## config.mk

```make
export PLATFORM = sky130hd
export DESIGN_NAME = quadrature_step_decoder_unit
export DESIGN_NICKNAME = d
export VERILOG_FILES = /design/src/hw/rtl/qsd_pkg.sv /design/src/hw/rtl/qsd_step.sv /design/src/hw/rtl/quadrature_step_decoder_unit.sv
export VERILOG_INCLUDE_DIRS = /design/src /design/src/hw/rtl
export SDC_FILE = /design/constraint.sdc
export NUM_CORES = 1
export LEC_CHECK = 0
export BUFFER_PORTS_ARGS = -buffer_cell sky130_fd_sc_hd__buf_2
export CAP_MARGIN = 20
export CORE_ASPECT_RATIO = 0.7
export CORE_MARGIN = 2
export CORE_UTILIZATION = 45
export DETAILED_ROUTE_END_ITERATION = 8
export GPL_TIMING_DRIVEN = 0
export HOLD_SLACK_MARGIN = 0.12
export PLACE_DENSITY = 0.78
export SLEW_MARGIN = 20
export SYNTH_ARGS = -nofsm -noshare
export SYNTH_HDL_FRONTEND = slang
export SYNTH_SLANG_ARGS = --single-unit
```

## constraint.sdc

```tcl
create_clock -name clk -period 4.55 [get_ports clk]
set_input_delay 0 -clock clk [delete_from_list [all_inputs] [get_ports clk]]
set_output_delay 0 -clock clk [all_outputs]
set_load 0.005 [all_outputs]
```

## src/hw/rtl/quadrature_step_decoder_unit_macros.svh

```systemverilog
// Assertion macros for the quadrature step decoder unit.
`ifndef QUADRATURE_STEP_DECODER_UNIT_MACROS_SVH
`define QUADRATURE_STEP_DECODER_UNIT_MACROS_SVH

// Check that a condition implies a consequence in the same cycle.
`define QSDU_ASSERT_NOW(lbl, cond, cons, msg) \
  lbl: assert property (@(posedge clk) disable iff (!rst_n) (cond) |-> (cons)) \
    else $error(msg);

// Check that a condition implies a consequence in the following cycle.
`define QSDU_ASSERT_NEXT(lbl, cond, cons, msg) \
  lbl: assert property (@(posedge clk) disable iff (!rst_n) (cond) |=> (cons)) \
    else $error(msg);

`endif

```

## src/hw/rtl/qsd_pkg.sv

```systemverilog
// Shared types, constants and tables for the quadrature step decoder.
package qsd_pkg;

  localparam int TIME_WIDTH = 32;

  localparam logic [15:0] DEBOUNCE_RESET = 16'd1000;
  localparam logic [2:0]  DETENT_RESET   = 3'd2;

  // Register indexes on the configuration port
  localparam logic REG_DEBOUNCE = 1'b0;
  localparam logic REG_DETENT   = 1'b1;

  typedef enum logic [2:0] {
    OUT_PRIMED    = 3'd0,
    OUT_NO_CHANGE = 3'd1,
    OUT_DEBOUNCED = 3'd2,
    OUT_JUMP      = 3'd3,
    OUT_STEP      = 3'd4
  } qsd_outcome_t;

  localparam logic signed [1:0] DETENT_NONE = 2'sd0;
  localparam logic signed [1:0] DETENT_CW   = 2'sd1;
  localparam logic signed [1:0] DETENT_CCW  = -2'sd1;

  typedef struct packed {
    logic        level_a;
    logic        level_b;
    logic [31:0] time_us;
  } qsd_in_t;

  typedef struct packed {
    logic signed [1:0] detent;
    logic [2:0]        outcome;
  } qsd_out_t;

  typedef struct packed {
    logic                  primed;
    logic [1:0]            last_phase;
    logic [TIME_WIDTH-1:0] change_time;
    logic [2:0]            cw_steps;
    logic [2:0]            ccw_steps;
  } qsd_state_t;

  // Next phase going clockwise in the gray order 00-01-11-10
  function automatic logic [1:0] cw_next(input logic [1:0] ph);
    logic [1:0] nx;
    case (ph)
      2'b00:   nx = 2'b01;
      2'b01:   nx = 2'b11;
      2'b11:   nx = 2'b10;
      default: nx = 2'b00;
    endcase
    return nx;
  endfunction

  // Next phase going counterclockwise
  function automatic logic [1:0] ccw_next(input logic [1:0] ph);
    logic [1:0] nx;
    case (ph)
      2'b00:   nx = 2'b10;
      2'b10:   nx = 2'b11;
      2'b11:   nx = 2'b01;
      default: nx = 2'b00;
    endcase
    return nx;
  endfunction

endpackage

```

## src/hw/rtl/qsd_step.sv

```systemverilog
// Combinational step logic: one sample against the stored decoder state.
module qsd_step import qsd_pkg::*; (
  input  qsd_in_t     item,
  input  qsd_state_t  cur,
  input  logic [15:0] debounce_time_us,
  input  logic [2:0]  steps_per_detent,
  output qsd_state_t  nxt,
  output qsd_out_t    res
);

  logic [1:0]            phase;
  logic [TIME_WIDTH-1:0] now;
  logic [TIME_WIDTH-1:0] elapsed;
  logic                  too_early;
  logic                  is_cw;
  logic                  is_ccw;
  logic [2:0]            cw_inc;
  logic [2:0]            ccw_inc;

  assign phase     = {item.level_a, item.level_b};
  assign now       = TIME_WIDTH'(item.time_us);
  assign elapsed   = now - cur.change_time;
  assign too_early = elapsed < TIME_WIDTH'(debounce_time_us);
  assign is_cw     = cw_next(cur.last_phase) == phase;
  assign is_ccw    = ccw_next(cur.last_phase) == phase;
  assign cw_inc    = cur.cw_steps + 3'd1;
  assign ccw_inc   = cur.ccw_steps + 3'd1;

  // Decide the outcome and the next state
  always_comb begin
    nxt         = cur;
    res.detent  = DETENT_NONE;
    res.outcome = OUT_NO_CHANGE;
    if (!cur.primed) begin
      nxt.primed      = 1'b1;
      nxt.last_phase  = phase;
      nxt.change_time = now;
      nxt.cw_steps    = 3'd0;
      nxt.ccw_steps   = 3'd0;
      res.outcome     = OUT_PRIMED;
    end else if (phase == cur.last_phase) begin
      res.outcome = OUT_NO_CHANGE;
    end else if (too_early) begin
      res.outcome = OUT_DEBOUNCED;
    end else begin
      nxt.last_phase  = phase;
      nxt.change_time = now;
      if (is_cw) begin
        nxt.ccw_steps = 3'd0;
        res.outcome   = OUT_STEP;
        if (cw_inc >= steps_per_detent) begin
          nxt.cw_steps = 3'd0;
          res.detent   = DETENT_CW;
        end else begin
          nxt.cw_steps = cw_inc;
        end
      end else if (is_ccw) begin
        nxt.cw_steps = 3'd0;
        res.outcome  = OUT_STEP;
        if (ccw_inc >= steps_per_detent) begin
          nxt.ccw_steps = 3'd0;
          res.detent    = DETENT_CCW;
        end else begin
          nxt.ccw_steps = ccw_inc;
        end
      end else begin
        res.outcome = OUT_JUMP;
      end
    end
  end

endmodule

```

## src/hw/rtl/quadrature_step_decoder_unit.sv

```systemverilog
// Quadrature step decoder: input register, single-pass step logic, result register.
// An accepted request waits in the input register, then its result in the result register.
// Throughput: one request per cycle while out_ready is high; input frees as results load.
// The stored phase and counters feed back from the step logic, so one update per cycle.
// Reset (rst_n low, synchronous): empties both registers, unprimes the decoder,
// and loads debounce 1000 us and 2 steps per detent.
module quadrature_step_decoder_unit import qsd_pkg::*; (
  input  logic        clk,
  input  logic        rst_n,
  // sample channel
  input  logic        in_valid,
  output logic        in_ready,
  input  qsd_in_t     in_data,
  // result channel
  output logic        out_valid,
  input  logic        out_ready,
  output qsd_out_t    out_data,
  // configuration port
  input  logic        psel,
  input  logic        penable,
  input  logic        pwrite,
  input  logic [2:0]  paddr,
  input  logic [31:0] pwdata,
  output logic [31:0] prdata,
  output logic        pready
);

`include "quadrature_step_decoder_unit_macros.svh"

  logic        in_valid_r;
  qsd_in_t     in_data_r;
  logic        out_valid_r;
  qsd_out_t    out_data_r;
  qsd_state_t  state_r;
  qsd_state_t  state_nxt;
  qsd_out_t    res_nxt;
  logic [15:0] debounce_r;
  logic [2:0]  detent_steps_r;
  logic        advance;
  logic        cfg_write;
  logic        reg_sel;

  // Move a held request on when the result register is free or being drained
  assign advance  = in_valid_r && (!out_valid_r || out_ready);
  assign in_ready = !in_valid_r || advance;

  // Hold the input request
  always_ff @(posedge clk) begin
    if (!rst_n) begin
      in_valid_r <= 1'b0;
    end else if (in_ready) begin
      in_valid_r <= in_valid;
    end
  end

  always_ff @(posedge clk) begin
    if (in_valid && in_ready) begin
      in_data_r <= in_data;
    end
  end

  qsd_step u_step (
    .item             (in_data_r),
    .cur              (state_r),
    .debounce_time_us (debounce_r),
    .steps_per_detent (detent_steps_r),
    .nxt              (state_nxt),
    .res              (res_nxt)
  );

  // Advance the decoder state
  always_ff @(posedge clk) begin
    if (!rst_n) begin
      state_r <= '0;
    end else if (advance) begin
      state_r <= state_nxt;
    end
  end

  // Load and drain the result register
  always_ff @(posedge clk) begin
    if (!rst_n) begin
      out_valid_r <= 1'b0;
    end else if (advance) begin
      out_valid_r <= 1'b1;
    end else if (out_ready) begin
      out_valid_r <= 1'b0;
    end
  end

  always_ff @(posedge clk) begin
    if (advance) begin
      out_data_r <= res_nxt;
    end
  end

  assign out_valid = out_valid_r;
  assign out_data  = out_data_r;

  // Decode configuration writes
  assign pready    = 1'b1;
  assign cfg_write = psel && penable && pwrite;
  assign reg_sel   = paddr[2];

  always_ff @(posedge clk) begin
    if (!rst_n) begin
      debounce_r     <= DEBOUNCE_RESET;
      detent_steps_r <= DETENT_RESET;
    end else if (cfg_write) begin
      unique case (reg_sel)
        REG_DEBOUNCE: debounce_r     <= pwdata[15:0];
        REG_DETENT:   detent_steps_r <= pwdata[2:0];
        default:      ;
      endcase
    end
  end

  // Return the selected register
  always_comb begin
    unique case (reg_sel)
      REG_DEBOUNCE: prdata = {16'd0, debounce_r};
      REG_DETENT:   prdata = {29'd0, detent_steps_r};
      default:      prdata = '0;
    endcase
  end

  // Checks
  `QSDU_ASSERT_NOW(a_counters_exclusive, state_r.cw_steps != 3'd0, state_r.ccw_steps == 3'd0, "both step counters nonzero")
  `QSDU_ASSERT_NOW(a_detent_on_step, out_valid_r && out_data_r.detent != DETENT_NONE, out_data_r.outcome == OUT_STEP, "detent without counted step")
  `QSDU_ASSERT_NEXT(a_primed_sticks, state_r.primed, state_r.primed, "primed dropped without reset")
  `QSDU_ASSERT_NEXT(a_advance_loads, advance, out_valid_r, "result register not loaded")

endmodule

```

==> flow_summary.ini <==
[run_status]
status = complete, but fails checks
failed_checks = negative setup slack

[synthesis]
synth-async-reset-ratio_pct = 0
yosys_warnings = 0
synth.largest_area_cell = dfxtp_1
yosys-top-cells-area = dfxtp_1, edfxtp_1, ha_1, nand2_1, mux2i_1
synth_edf_count = 39
synth_area_mm2 = 0.00685
yosysMostFrequentCell = nand2_1
synth-seq-cells = 101
synth.distinct_cells = 66
syn_inst = 821
synth.top_cell.area_share_pct = 18.1
yosysSeqAreaShare_pct = 35.2
synth_ff_type = dfxtp_1
syn_area_per_cell_um2 = 8.35
netlist_top_cells_count = nand2_1, dfxtp_1, inv_1

[timing]
fin_crit_sh_pct = 108
finalCriticalPeriod_ps = 4920
finalSetupViolations = 42
layout_setup_ws_ps = -370
fmax_ghz = 0.203
rsz0062_at_grt = true
slew_headroom_pct = 51.4
tightest_slew_ps = 721
setup_tns_ps = -4210
timing.final.hold_violations = 0
slew_violations = 0
worst_clock_skew_ps = 7.78
timing.hold.ws_ps = 144

[placement]
place_ws_ps = -646
hpwl_um = 13200
postPlaceCellArea_mm2 = 0.00761
port_buffers = 80
place_congestion = 0.946

[clock_network]
clk-insertion-delay-late_ps = 350
root_buffer = clkbuf_16
cts_sinks = 101
tritoncts = yes
clk_pin_slew_worst_paths_ps = 70
clockBufferDepth = 2
numCtsBuffers = 9
ctsHtreeMaxLevel = 3

[routing]
drc = 0
dr.pass1.iters = 5
via_per_inst = 5.39
dr_total_vias = 6492
ant_nets = 0
wl_per_cell_um = 15.3
drtIter0Drc = 584
postRouteWirelength_um = 18400

[grt]
antenna_found_initial = 0
grt_usage_pct = 22.4
first_global_vias = 5971
grt_pass1_wl_um = 29000
grt_start_max_net_pins = 24
overflow = 0

[floorplanning]
die_h_um = 107
die_width_um = 151
top_level_ports = 116
die-area_mm2 = 0.0162
core_area_mm2 = 0.0148
rows = 37
initial_utilization_pct = 46.4

[critical_path]
crit_fanout = 6
critPathBufInv = 2
cp_top_family = simple AND/OR/NAND/NOR gates
slowest_delay_ps = 560
cpMaxStageDelayCell = or4_4
crit_chain = buf_4 -> inv_1 -> fa_2 -> nand2b_4 -> a21oi_4 -> o21ai_4 -> o211a_1 -> xnor2_1 -> ha_1 -> nand4_1 -> nor3_2 -> a2111oi_2 -> o311a_1 -> o2111a_1 -> o2111ai_2 -> or4_4 -> or3_4 -> and4_1 -> or3_1
start_kind = flip-flop
arrival_ps = 5150
end_kind = flip-flop
crit_type = flip-flop to flip-flop
crit_required_ps = 4780

[final_layout]
fin_nets = 1135
drive_above_1_share_pct = 19.9
final_area_mm2 = 0.00891
n_antenna_cell = 0
fillers = 1271
area_growth_pct = 30.1

[hold_path]
min-delay-path-class = input port to flip-flop

[power_and_ir_drop]
peakVddDrop_mv = 0.187
p_per_area_mw_per_mm2 = 276
power.leakage_nw = 3.69

[job]
drv_cap = 0
per-layer routing:
metal  global-route usage (%)  wire, um  vias up  share of wire (%)
li1                         -         -     3214                  -
met1                     32.2      8760     3042                 48
met2                     35.5      8140      209                 44
met3                     3.62      1220       27                6.6
met4                     4.76       261        0                1.4
met5                        0         0        -                  0
final cells by class:
class                           instances  area, um^2  share of cell area (%)
Multi-Input combinational cell        617        4200                    47.1
Sequential cell                       101        2410                    27.1
Timing Repair Buffer                  159        1210                    13.6
Buffer                                 55         345                    3.87
Tap cell                              195         244                    2.74
Clock buffer                           10         239                    2.68
Inverter                               61         229                    2.57
Clock inverter                          6        37.5                   0.421
where the power goes:
group	internal (W)	switching, W
combinational	0.000317	0.000395
clock	0.000384	0.000347
sequential	0.000986	0.0000274
total	0.00169	0.000770
repair_timing:
item / CTS / global route
endpoints found under the setup margin: 45 / 45
pin swaps: 5 / 19
hold endpoints to repair: 57 / 0
setup buffers: 11 / 10
cloned: 0 / 1
resized for setup: 20 / 49
hold buffers: 57 / 0
placed cells by master (no fill, tap or decap), drive strengths merged, types with 5 or more instances in the layout:
cell,n
or3,8
nand4,11
dlygate4sd3,57
dfxtp,62
a21boi,13
nor3,16
nor2,54
o2111ai,6
o21a,14
and4,5
clkbuf,32
nor2b,8
o211ai,12
inv,62
edfxtp,39
a21o,11
buf,135
nand2,145
nand2b,10
xnor2,16
xor2,8
a211oi,7
ha,54
a21oi,51
nand3,25
o21ai,29
conb,17
mux2i,38
through the flow:
step                      std cells  total power [W]  utilization (%)
after floorplan                 836          0.00147                -
after global placement         1111          0.00162             51.4
after detailed placement       1112          0.00163             51.6
after CTS                      1195          0.00242             58.4
after global routing           1204          0.00258             60.4
final                          1204          0.00246             60.4
cells by family (layout without fill, tap and decap cells):
family	count (synthesis)	after routing	share of synthesized area, %
simple gates	302	302	20.1
compound gates	179	179	17.5
buf+inv	118	291	7.94
flops	101	101	35.2
fa+ha+maj	55	55	10.2
mux	40	40	5.88
xor+xnor	24	24	3.07
other cells	2	17	0.110
state kept, by name (all words and copies together), names as in the netlist:
| register | cells |
|---|---|
| state_r | 41 |
| in_data_r | 34 |
| debounce_r | 16 |
| out_data | 5 |
| detent_steps_r | 3 |
| in_valid_r | 1 |
| out_valid | 1 |
path summary, 6_finish.rpt:
| kind | from | end | slack (ps) | cells past startpoint |
|---|---|---|---|---|
| hold / removal | paddr[2] | detent_steps_r[1]$_SDFFE_PN1P_ | 140 | 4 |
| setup / recovery | in_data_r[1]$_DFFE_PP_ | state_r[38]$_SDFFE_PN0P_ | -370 | 19 |
| setup reg to reg | in_data_r[1]$_DFFE_PP_ | state_r[38]$_SDFFE_PN0P_ | -370 | 19 |
| hold reg to reg | state_r[20]$_SDFFE_PN0P_ | state_r[20]$_SDFFE_PN0P_ | 460 | 2 |
worst register-to-register path, cell delays in order, from the launching register on:
cell and delay [ps]:
edfxtp_1 390, buf_4 140, inv_1 50, fa_2 390, nand2b_4 170, a21oi_4 200, o21ai_4 90, o211a_1 250
xnor2_1 130, ha_1 330, nand4_1 180, nor3_2 80, a2111oi_2 290, o311a_1 270, o2111a_1 200, o2111ai_2 110
or4_4 560, or3_4 400, and4_1 210, or3_1 360
Note: power is estimated with default switching activity, not from simulation.
